File: src/sv/bgh_pkg.sv
// Constants, config register indexes and the voltage-to-charge curve for the battery gauge.
package bgh_pkg;

    typedef logic [0:0] t_cfg_index;

    localparam t_cfg_index CFG_MONITOR_ENABLE  = 1'd0;
    localparam t_cfg_index CFG_UPDATE_INTERVAL = 1'd1;

    localparam logic        RST_MONITOR_ENABLE  = 1'b1;
    localparam logic [31:0] RST_UPDATE_INTERVAL = 32'd60000;
    localparam logic [6:0]  RST_LEVEL           = 7'd100;

    localparam logic signed [13:0] FULL_MV   = 14'sd4200;
    localparam logic signed [13:0] EMPTY_MV  = 14'sd3450;
    localparam logic signed [13:0] KNEE_A_MV = 14'sd4100;
    localparam logic signed [13:0] KNEE_B_MV = 14'sd4000;
    localparam logic signed [13:0] KNEE_C_MV = 14'sd3850;
    localparam logic signed [13:0] KNEE_D_MV = 14'sd3700;
    localparam logic signed [13:0] KNEE_E_MV = 14'sd3550;

    localparam logic signed [24:0] ADC_SCALE = 25'sd1200;
    localparam logic signed [13:0] VDDHDIV   = 14'sd5;
    localparam logic signed [7:0]  HYST_STEP = 8'sd2;

    // reciprocals: x*205>>11 = x/10 and x*2185>>15 = x/15 over the offsets used here
    localparam logic [15:0] RECIP_10 = 16'd205;
    localparam logic [20:0] RECIP_15 = 21'd2185;

    function automatic logic [6:0] mv_to_pct(input logic signed [13:0] mv);
        logic signed [13:0] d;
        logic [7:0]         u;
        logic [15:0]        p10;
        logic [20:0]        p15;
        logic [6:0]         pct;
        d = mv - EMPTY_MV;
        if (mv >= KNEE_A_MV) begin
            d = mv - KNEE_A_MV;
        end else if (mv >= KNEE_B_MV) begin
            d = mv - KNEE_B_MV;
        end else if (mv >= KNEE_C_MV) begin
            d = mv - KNEE_C_MV;
        end else if (mv >= KNEE_D_MV) begin
            d = mv - KNEE_D_MV;
        end else if (mv >= KNEE_E_MV) begin
            d = mv - KNEE_E_MV;
        end
        u   = d[7:0];
        p10 = 16'(u) * RECIP_10;
        p15 = 21'({u, 1'b0}) * RECIP_15;
        if (mv >= FULL_MV) begin
            pct = 7'd100;
        end else if (mv <= EMPTY_MV) begin
            pct = 7'd0;
        end else if (mv >= KNEE_A_MV) begin
            pct = 7'd90 + 7'(p10[15:11]);
        end else if (mv >= KNEE_B_MV) begin
            pct = 7'd70 + 7'(p10[15:10]);
        end else if (mv >= KNEE_C_MV) begin
            pct = 7'd40 + 7'(p10[15:10]);
        end else if (mv >= KNEE_D_MV) begin
            pct = 7'd20 + 7'(p15[20:15]);
        end else if (mv >= KNEE_E_MV) begin
            pct = 7'd5 + 7'(p10[15:11]);
        end else begin
            pct = 7'(p10[15:12]);
        end
        return pct;
    endfunction

endpackage

File: src/sv/battery_gauge_hysteresis.sv
// Battery gauge: rate-limited supply sampling, charge curve and level hysteresis.
//
//  channel | valid       | stall       | payload
//  --------+-------------+-------------+-----------------------------------------
//  in      | i_in_valid  | o_in_stall  | i_now_ms, i_raw_sample, i_read_failed
//  out     | o_out_valid | i_out_stall | o_charge_percent, o_supply_mv, o_sampled
//  cfg     | i_cfg_we    | -           | i_cfg_index, i_cfg_data
//
// One item per cycle while the output is not stalled; an item passes through the input
// register, then the result register, with the gauge state updated on the edge that
// loads the result register.
// Synchronous active-low reset restores the register defaults and clears both stages.
// Output stall backs up through the result register into the input register.
module battery_gauge_hysteresis
    import bgh_pkg::*;
(
    input  logic               i_clk,
    input  logic               i_rst_n,
    input  logic               i_cfg_we,
    input  t_cfg_index         i_cfg_index,
    input  logic [31:0]        i_cfg_data,
    input  logic               i_in_valid,
    output logic               o_in_stall,
    input  logic [31:0]        i_now_ms,
    input  logic signed [12:0] i_raw_sample,
    input  logic               i_read_failed,
    output logic               o_out_valid,
    input  logic               i_out_stall,
    output logic [6:0]         o_charge_percent,
    output logic signed [13:0] o_supply_mv,
    output logic               o_sampled
);

    logic               r_enable;
    logic [31:0]        r_interval;
    logic [6:0]         r_level;
    logic signed [13:0] r_volt;
    logic [31:0]        r_last_time;
    logic               r_first;

    logic               r_in_valid;
    logic [31:0]        r_now;
    logic signed [12:0] r_raw;
    logic               r_failed;

    logic               r_out_valid;
    logic [6:0]         r_out_level;
    logic signed [13:0] r_out_volt;
    logic               r_out_sampled;

    logic               w_move;
    logic               w_accept;
    logic [31:0]        w_elapsed;
    logic               w_take;
    logic               w_good;
    logic signed [24:0] w_prod;
    logic signed [13:0] w_mv;
    logic [6:0]         w_pct;
    logic signed [7:0]  w_diff;
    logic               w_big;
    logic [6:0]         n_level;
    logic signed [13:0] n_volt;

    assign w_move     = r_in_valid && (!r_out_valid || !i_out_stall);
    assign o_in_stall = r_in_valid && !w_move;
    assign w_accept   = i_in_valid && !o_in_stall;

    assign w_elapsed = r_now - r_last_time;
    assign w_take    = r_enable && (r_first || (w_elapsed >= r_interval));
    assign w_good    = w_take && !r_failed;
    assign w_prod    = 25'(r_raw) * ADC_SCALE;
    assign w_mv      = 14'($signed(w_prod[24:12])) * VDDHDIV;
    assign w_pct     = mv_to_pct(w_mv);
    assign w_diff    = $signed({1'b0, w_pct}) - $signed({1'b0, r_level});
    assign w_big     = (w_diff >= HYST_STEP) || (w_diff <= -HYST_STEP);

    always_comb begin
        n_level = r_level;
        n_volt  = r_volt;
        if (w_good) begin
            n_volt = w_mv;
            if (r_first || w_big) begin
                n_level = w_pct;
            end
        end
    end

    always_ff @(posedge i_clk) begin
        if (!i_rst_n) begin
            r_enable   <= RST_MONITOR_ENABLE;
            r_interval <= RST_UPDATE_INTERVAL;
        end else if (i_cfg_we) begin
            case (i_cfg_index)
                CFG_MONITOR_ENABLE:  r_enable   <= i_cfg_data[0];
                CFG_UPDATE_INTERVAL: r_interval <= i_cfg_data;
                default: ;
            endcase
        end
    end

    always_ff @(posedge i_clk) begin
        if (!i_rst_n) begin
            r_level     <= RST_LEVEL;
            r_volt      <= '0;
            r_last_time <= '0;
            r_first     <= 1'b1;
        end else if (w_move) begin
            r_level <= n_level;
            r_volt  <= n_volt;
            if (w_take) begin
                r_last_time <= r_now;
            end
            if (w_good) begin
                r_first <= 1'b0;
            end
        end
    end

    always_ff @(posedge i_clk) begin
        if (!i_rst_n) begin
            r_in_valid <= 1'b0;
        end else if (w_accept) begin
            r_in_valid <= 1'b1;
        end else if (w_move) begin
            r_in_valid <= 1'b0;
        end
    end

    always_ff @(posedge i_clk) begin
        if (w_accept) begin
            r_now    <= i_now_ms;
            r_raw    <= i_raw_sample;
            r_failed <= i_read_failed;
        end
    end

    always_ff @(posedge i_clk) begin
        if (!i_rst_n) begin
            r_out_valid <= 1'b0;
        end else if (w_move) begin
            r_out_valid <= 1'b1;
        end else if (!i_out_stall) begin
            r_out_valid <= 1'b0;
        end
    end

    always_ff @(posedge i_clk) begin
        if (w_move) begin
            r_out_level   <= n_level;
            r_out_volt    <= n_volt;
            r_out_sampled <= w_good;
        end
    end

    assign o_out_valid      = r_out_valid;
    assign o_charge_percent = r_out_level;
    assign o_supply_mv      = r_out_volt;
    assign o_sampled        = r_out_sampled;

endmodule

File: config.mk
export PLATFORM = sky130hd
export DESIGN_NAME = battery_gauge_hysteresis
export DESIGN_NICKNAME = d
export VERILOG_FILES = /design/src/sv/bgh_pkg.sv /design/src/sv/battery_gauge_hysteresis.sv
export SDC_FILE = /design/constraint.sdc
export NUM_CORES = 1
export LEC_CHECK = 0
export ABC_AREA = 1
export ABC_CLOCK_PERIOD_IN_PS = 17800
export BUFFER_PORTS_ARGS = -buffer_cell sky130_fd_sc_hd__buf_2
export CAP_MARGIN = 20
export CORE_ASPECT_RATIO = 0.75
export CORE_MARGIN = 2
export CORE_UTILIZATION = 60
export CTS_CLUSTER_SIZE = 16
export DETAILED_ROUTE_END_ITERATION = 8
export PLACE_DENSITY = 0.8
export SLEW_MARGIN = 15
export SYNTH_ARGS = -nofsm -noshare
export SYNTH_HDL_FRONTEND = slang
export SYNTH_SLANG_ARGS = --single-unit
File: constraint.sdc
create_clock -name i_clk -period 17.8 [get_ports i_clk]
set_clock_uncertainty 0.15 [all_clocks]
set_input_delay 5.34 -clock i_clk [delete_from_list [all_inputs] [get_ports i_clk]]
set_output_delay 5.34 -clock i_clk [all_outputs]
set_load 0.005 [all_outputs]
== After elaboration in Yosys (flattened, before gate mapping) ==
Index checks and enable logic that the tools add are counted.

* Bits in registers: 157
* Bits of input ports: 84
* Output and inout port bits: 24
* Word-level logic and storage cells: 81

* $add $sub $neg: 13
* Multipliers: 4
* Magnitude comparators: 10
* Equal/unequal tests: 1
* Muxes and demuxes: 19
* Bitwise gates (word level): 1
* Reductions and logical operators: 19

{| class="wikitable"
|+ Operator list
! kind !! number
|-
| $ge A14 B13 Y1 const B || 4
|-
| $mux W7 || 8
|-
| $mux W8 || 5
|-
| $ge A32 B32 Y1 || 1
|-
| $sub A32 B32 Y32 || 1
|-
| $ge A14 B14 Y1 const B || 2
|-
| $sub A8 B8 Y8 const B || 3
|-
| $mul A13 B8 Y21 const B || 1
|-
| $mul A8 B12 Y20 const B || 1
|-
| $mul A8 B8 Y16 const B || 1
|-
| $le A14 B13 Y1 const B || 1
|-
| $mul A13 B4 Y14 const B || 1
|-
| $mux W14 || 1
|-
| $ge A8 B3 Y1 const B || 1
|-
| $le A8 B2 Y1 const B || 1
|-
| $reduce_and A2 Y1 || 4
|-
| $sub A7 B7 Y8 || 1
|-
| $sub A8 B4 Y8 const B || 1
|-
| $sub A8 B5 Y8 const B || 1
|-
| $sub A8 B7 Y8 const B || 1
|-
| $add A5 B6 Y7 const A || 1
|-
| $add A6 B6 Y7 const A || 1
|-
| $add A7 B5 Y7 const A || 1
|-
| $add A7 B6 Y7 const A || 1
|-
| other kinds (9) || 23
|}

== Longest topological paths before layout ==
* Depth after elaboration: 23
* Depth in mapped cells: 84

== Worst setup path after synthesis ==
OpenSTA, ideal clock, no wires.

* Path type: register to register
* Start: reg r_raw[1]
* End: reg r_out_level[0] (netlist: o_charge_percent[0]) (data pin)
* Arrival time: 12,937 ps
* Data required time: 17,399 ps
* Slack: 4,462 ps
* Stages on the path, launching flop included: 70
* Buffers on the path: 0
* Clock period less this slack: 13,338 ps
* Cell sequence: edfxtp_1 ha_1 inv_1 fa_1 inv_1 fa_1 ha_1 a21oi_1 nand2_1 a31o_2 xnor2_1 inv_1 ha_1 ha_1 fa_1 nand2_1 nand3_1 nand2_2 (+34 left out) nand3_1 nand3_1 nand2_1 nand2_1 nand2_1 inv_1 ha_1 a21oi_1 nand2_1 xor2_1 inv_1 o41ai_1 nand2_1 nand2_1 inv_1 or2_2 nand2_1 inv_1

* Word-level cells in the longest chain between the ends: 23
* Elaborated cells on any way between the ends: 41
* Classes of those cells: add/sub (12); mul (4); order compare (9); mux (14); reduce/logical (2)

{| class="wikitable"
|+ Ends and longest elaborated chain
! item !! RTL line !! source
|-
| start, declared || battery_gauge_hysteresis.sv:43 || <nowiki>logic signed [12:0] r_raw;</nowiki>
|-
| start signal, assigned || battery_gauge_hysteresis.sv:132 || <nowiki>r_raw <= i_raw_sample;</nowiki>
|-
| $mul A13 B8 Y21 (*) || battery_gauge_hysteresis.sv:71 || <nowiki>assign w_prod = 25'(r_raw) * ADC_SCALE;</nowiki>
|-
| $mul A13 B4 Y14 (*) || battery_gauge_hysteresis.sv:72 || <nowiki>assign w_mv = 14'($signed(w_prod[24:12])) * VDDHDIV;</nowiki>
|-
| parallel branches: the longest is 14 deep, another holds $mul A8 B12 Y20 || - ||
|-
| $mux W7 (*) || bgh_pkg.sv:50 || <nowiki>if (mv >= FULL_MV) begin</nowiki>
|-
| $sub A7 B7 Y8 || battery_gauge_hysteresis.sv:74 || <nowiki>assign w_diff = $signed({1'b0, w_pct}) - $signed({1'b0, r_level});</nowiki>
|-
| $ge A8 B3 Y1 / $le A8 B2 Y1 (equally long branches) || battery_gauge_hysteresis.sv:75 || <nowiki>assign w_big = (w_diff >= HYST_STEP) || (w_diff <= -HYST_STEP);</nowiki>
|-
| $logic_or A1 B1 Y1 || battery_gauge_hysteresis.sv:75 ||
|-
| $logic_or A1 B1 Y1 || battery_gauge_hysteresis.sv:82 || <nowiki>if (r_first || w_big) begin</nowiki>
|-
| $mux W7 (*) || battery_gauge_hysteresis.sv:82 ||
|-
| $mux W7 (*) || battery_gauge_hysteresis.sv:80 || <nowiki>if (w_good) begin</nowiki>
|-
| net n_level[0] || battery_gauge_hysteresis.sv:61 || <nowiki>logic [6:0] n_level;</nowiki>
|-
| end signal, assigned || battery_gauge_hysteresis.sv:149 || <nowiki>r_out_level <= n_level;</nowiki>
|-
| end, declared || battery_gauge_hysteresis.sv:47 || <nowiki>logic [6:0] r_out_level;</nowiki>
|}

Mark *: on every way through the listed nets, which the timed path passes.
A chain may end at the register's enable or synchronous reset.

== Final worst setup path ==
Same ends and word-level chain as after synthesis.

==> flow_metrics.env <==
export IMPL_crit_arrival_ns=15.23
export IMPL_cts_tree="yes"
export IMPL_grt_pass1_wl_um=54500
export IMPL_ys_seq_area_share_pct=27.4
export IMPL_wl_per_cell_um=15.5
export IMPL_layout_drive_gt1_share_pct=11.7
export IMPL_synth_top_flop_cell="dfxtp_1"
export IMPL_drc=0
export IMPL_ant_nets=0
export IMPL_cts_root_buf="clkbuf_16"
export IMPL_post_dp_cell_area_mm2=0.0147
export IMPL_async_reset_ff_share_pct=0
export IMPL_max_stage_delay_ns=0.61
export IMPL_tightest_slew_ns=1.08
export IMPL_period_needed_ns=15.20
export IMPL_path_class="flip-flop to flip-flop"
export IMPL_clock_latency_ns=0.43
export IMPL_synth_seq_cells=157
export IMPL_critPathCaptureType="flip-flop"
export IMPL_yosys_warnings=0
export IMPL_clock_sinks=157
export IMPL_design_area_mm2=0.0153
export IMPL_syn_area_per_cell_um2=7.98
export IMPL_grt_pass1_vias=11300
export IMPL_routed_wl_um=33400
export IMPL_htree_num_levels=4
export IMPL_synth_cell_types=60
export IMPL_row_count=48
export IMPL_antenna_cells=0
export IMPL_grt_total_usage_pct=27.2
export IMPL_setup_tns_final_ns=0
export IMPL_fin_crit_sh_pct=85.4
export IMPL_final_max_slew_viol_count=0
export IMPL_grt_max_degree=70
export IMPL_relSlewSlack_pct=27.8
export IMPL_area_delta_synth_final_pct=9.80
export IMPL_timing_final_hold_violations=0
export IMPL_status="complete, no violations"
export IMPL_required_ns=17.83
export IMPL_die_area_mm2=0.0245
export IMPL_fp_dieW_um=180
export IMPL_die_y_um=136
export IMPL_cp_max_fo=15
export IMPL_cts_buffers=17
export IMPL_synth_edf_count=68
export IMPL_antenna_found_initial=0
export IMPL_first_iter_violations=848
export IMPL_startpoint_type="flip-flop"
export IMPL_crit_slowest_cell="a22oi_1"
export IMPL_cts_setup_buffers=0
export IMPL_start_util_pct=60.8
export IMPL_io_buffers=107
export IMPL_fin_nets=2196
export IMPL_dp_cells=2122
export IMPL_utilization_pct=66.8
export IMPL_vias=12000
export IMPL_synthesis_nets=2102
export IMPL_netlist_instances=1748
export IMPL_clockBufferDepth=2
export IMPL_core_area_mm2=0.0229
export IMPL_setup_viol=0
export IMPL_overflow=0
export IMPL_viasPerCell=5.58
export IMPL_cts_hold_buf=0
export IMPL_place_congestion=0.985
export IMPL_hp_class="flip-flop to flip-flop"
export IMPL_fmax_ghz=0.0658
export IMPL_first_pass_iters=7
export IMPL_rsz0062_at_grt="no"
export IMPL_maxCapViolCount=0
export IMPL_critPathMostFrequentCell="inv_1"
export IMPL_clk_pin_slew_worst_paths_ns=0.06
export IMPL_fin_cells=2155
export IMPL_synthesis_area_mm2=0.0140
export IMPL_dpl_hpwl_um=26000
export IMPL_post_cts_resized=0
export IMPL_io_pins=108
per-layer routing:
layer	share of wire [%]	wire length, um	global-route usage (%)
met3	5.8	1940	3.46
met4	1.8	585	7.57
met1	47	15800	38.6
met5	0	0	0
met2	45	15100	44.1
through the flow:
step                      worst slack, ns  hold slack [ns]
after CTS                            2.74            0.314
after global placement               3.17            0.296
after global routing                 1.45            0.327
final                                2.60            0.309
after detailed placement             2.81            0.297
after floorplan                      4.46            0.285
kinds of logic (layout without fill, tap and decap cells):
group / after synthesis / after routing / synth area share (%)
xor+xnor: 69 / 69 / 4.71
buf+inv: 339 / 446 / 9.30
flops: 157 / 157 / 27.4
fa+ha+maj: 270 / 270 / 26.4
simple gates: 555 / 555 / 17.7
compound gates: 358 / 358 / 14.5
critical path: cells and delay by family (launching register included):
kind / cells / cell delay (ns)
and+or+nand+nor: 21 / 3.55
buffers and inverters: 15 / 1.55
DFF: 1 / 0.47
adders and majority gates: 15 / 5.87
AOI/OAI and AO/OA: 14 / 2.86
xor gates and xnor gates: 2 / 0.51
path summary, 6_finish.rpt:
path                          to  cells after the start  slack [ns]           start
max          o_charge_percent[0]                     67        2.60        r_raw[1]
min               r_last_time[2]                      2        0.31  r_last_time[2]
max reg2reg  o_charge_percent[0]                     67        2.60        r_raw[1]
min reg2reg       r_last_time[2]                      2        0.31  r_last_time[2]
synth_stat cells, drive strengths merged, types with 5 or more instances:
cell type	instances	area, um2
a31oi	8	50.1
edfxtp	68	2040
nor3	17	100
o21bai	5	37.5
xor2	52	508
fa	40	801
inv	300	1130
o21ai	120	619
o211ai	12	90.1
buf	10	62.6
dfxtp	89	1780
or2	10	62.6
nand2	318	1280
a21o	6	45.0
nand3	92	480
nor2	87	342
ha	230	2880
a21oi	164	840
a211oi	18	135
clkbuf	28	105
nand4	18	113
xnor2	17	149
nor4	9	68.8
placed cells by master, fill, tap and decap left out, types with 26 or more instances in the layout:
cell	netlist	layout
a21oi_1	159	159
fa_1	40	40
ha_1	230	230
buf_2	5	107
edfxtp_1	68	68
dfxtp_1	89	89
xor2_1	48	48
nor2_1	81	79
o21ai_0	112	112
nand2_2	25	26
nand3_1	88	88
nand2_1	290	289
inv_1	292	291
layout make-up:
cell class	instances	area (um2)
multi-input cells	1252	8840
fillers	1921	7620
clock buffers	17	425
repair buffers	113	601
well taps	300	375
flip-flops and latches	157	3820
inverters	301	1130
clock inverters	15	121
flip-flops by register name (all words and copies together) (netlist names), 7 cells and up:
register	cells
o_charge_percent	7
o_supply_mv	14
r_interval	32
r_last_time	32
r_level	7
r_raw	13
r_now	32
r_volt	14
Power is not shown: default switching activity piles up to over one toggle a cycle in this logic, so the estimate is an artifact.
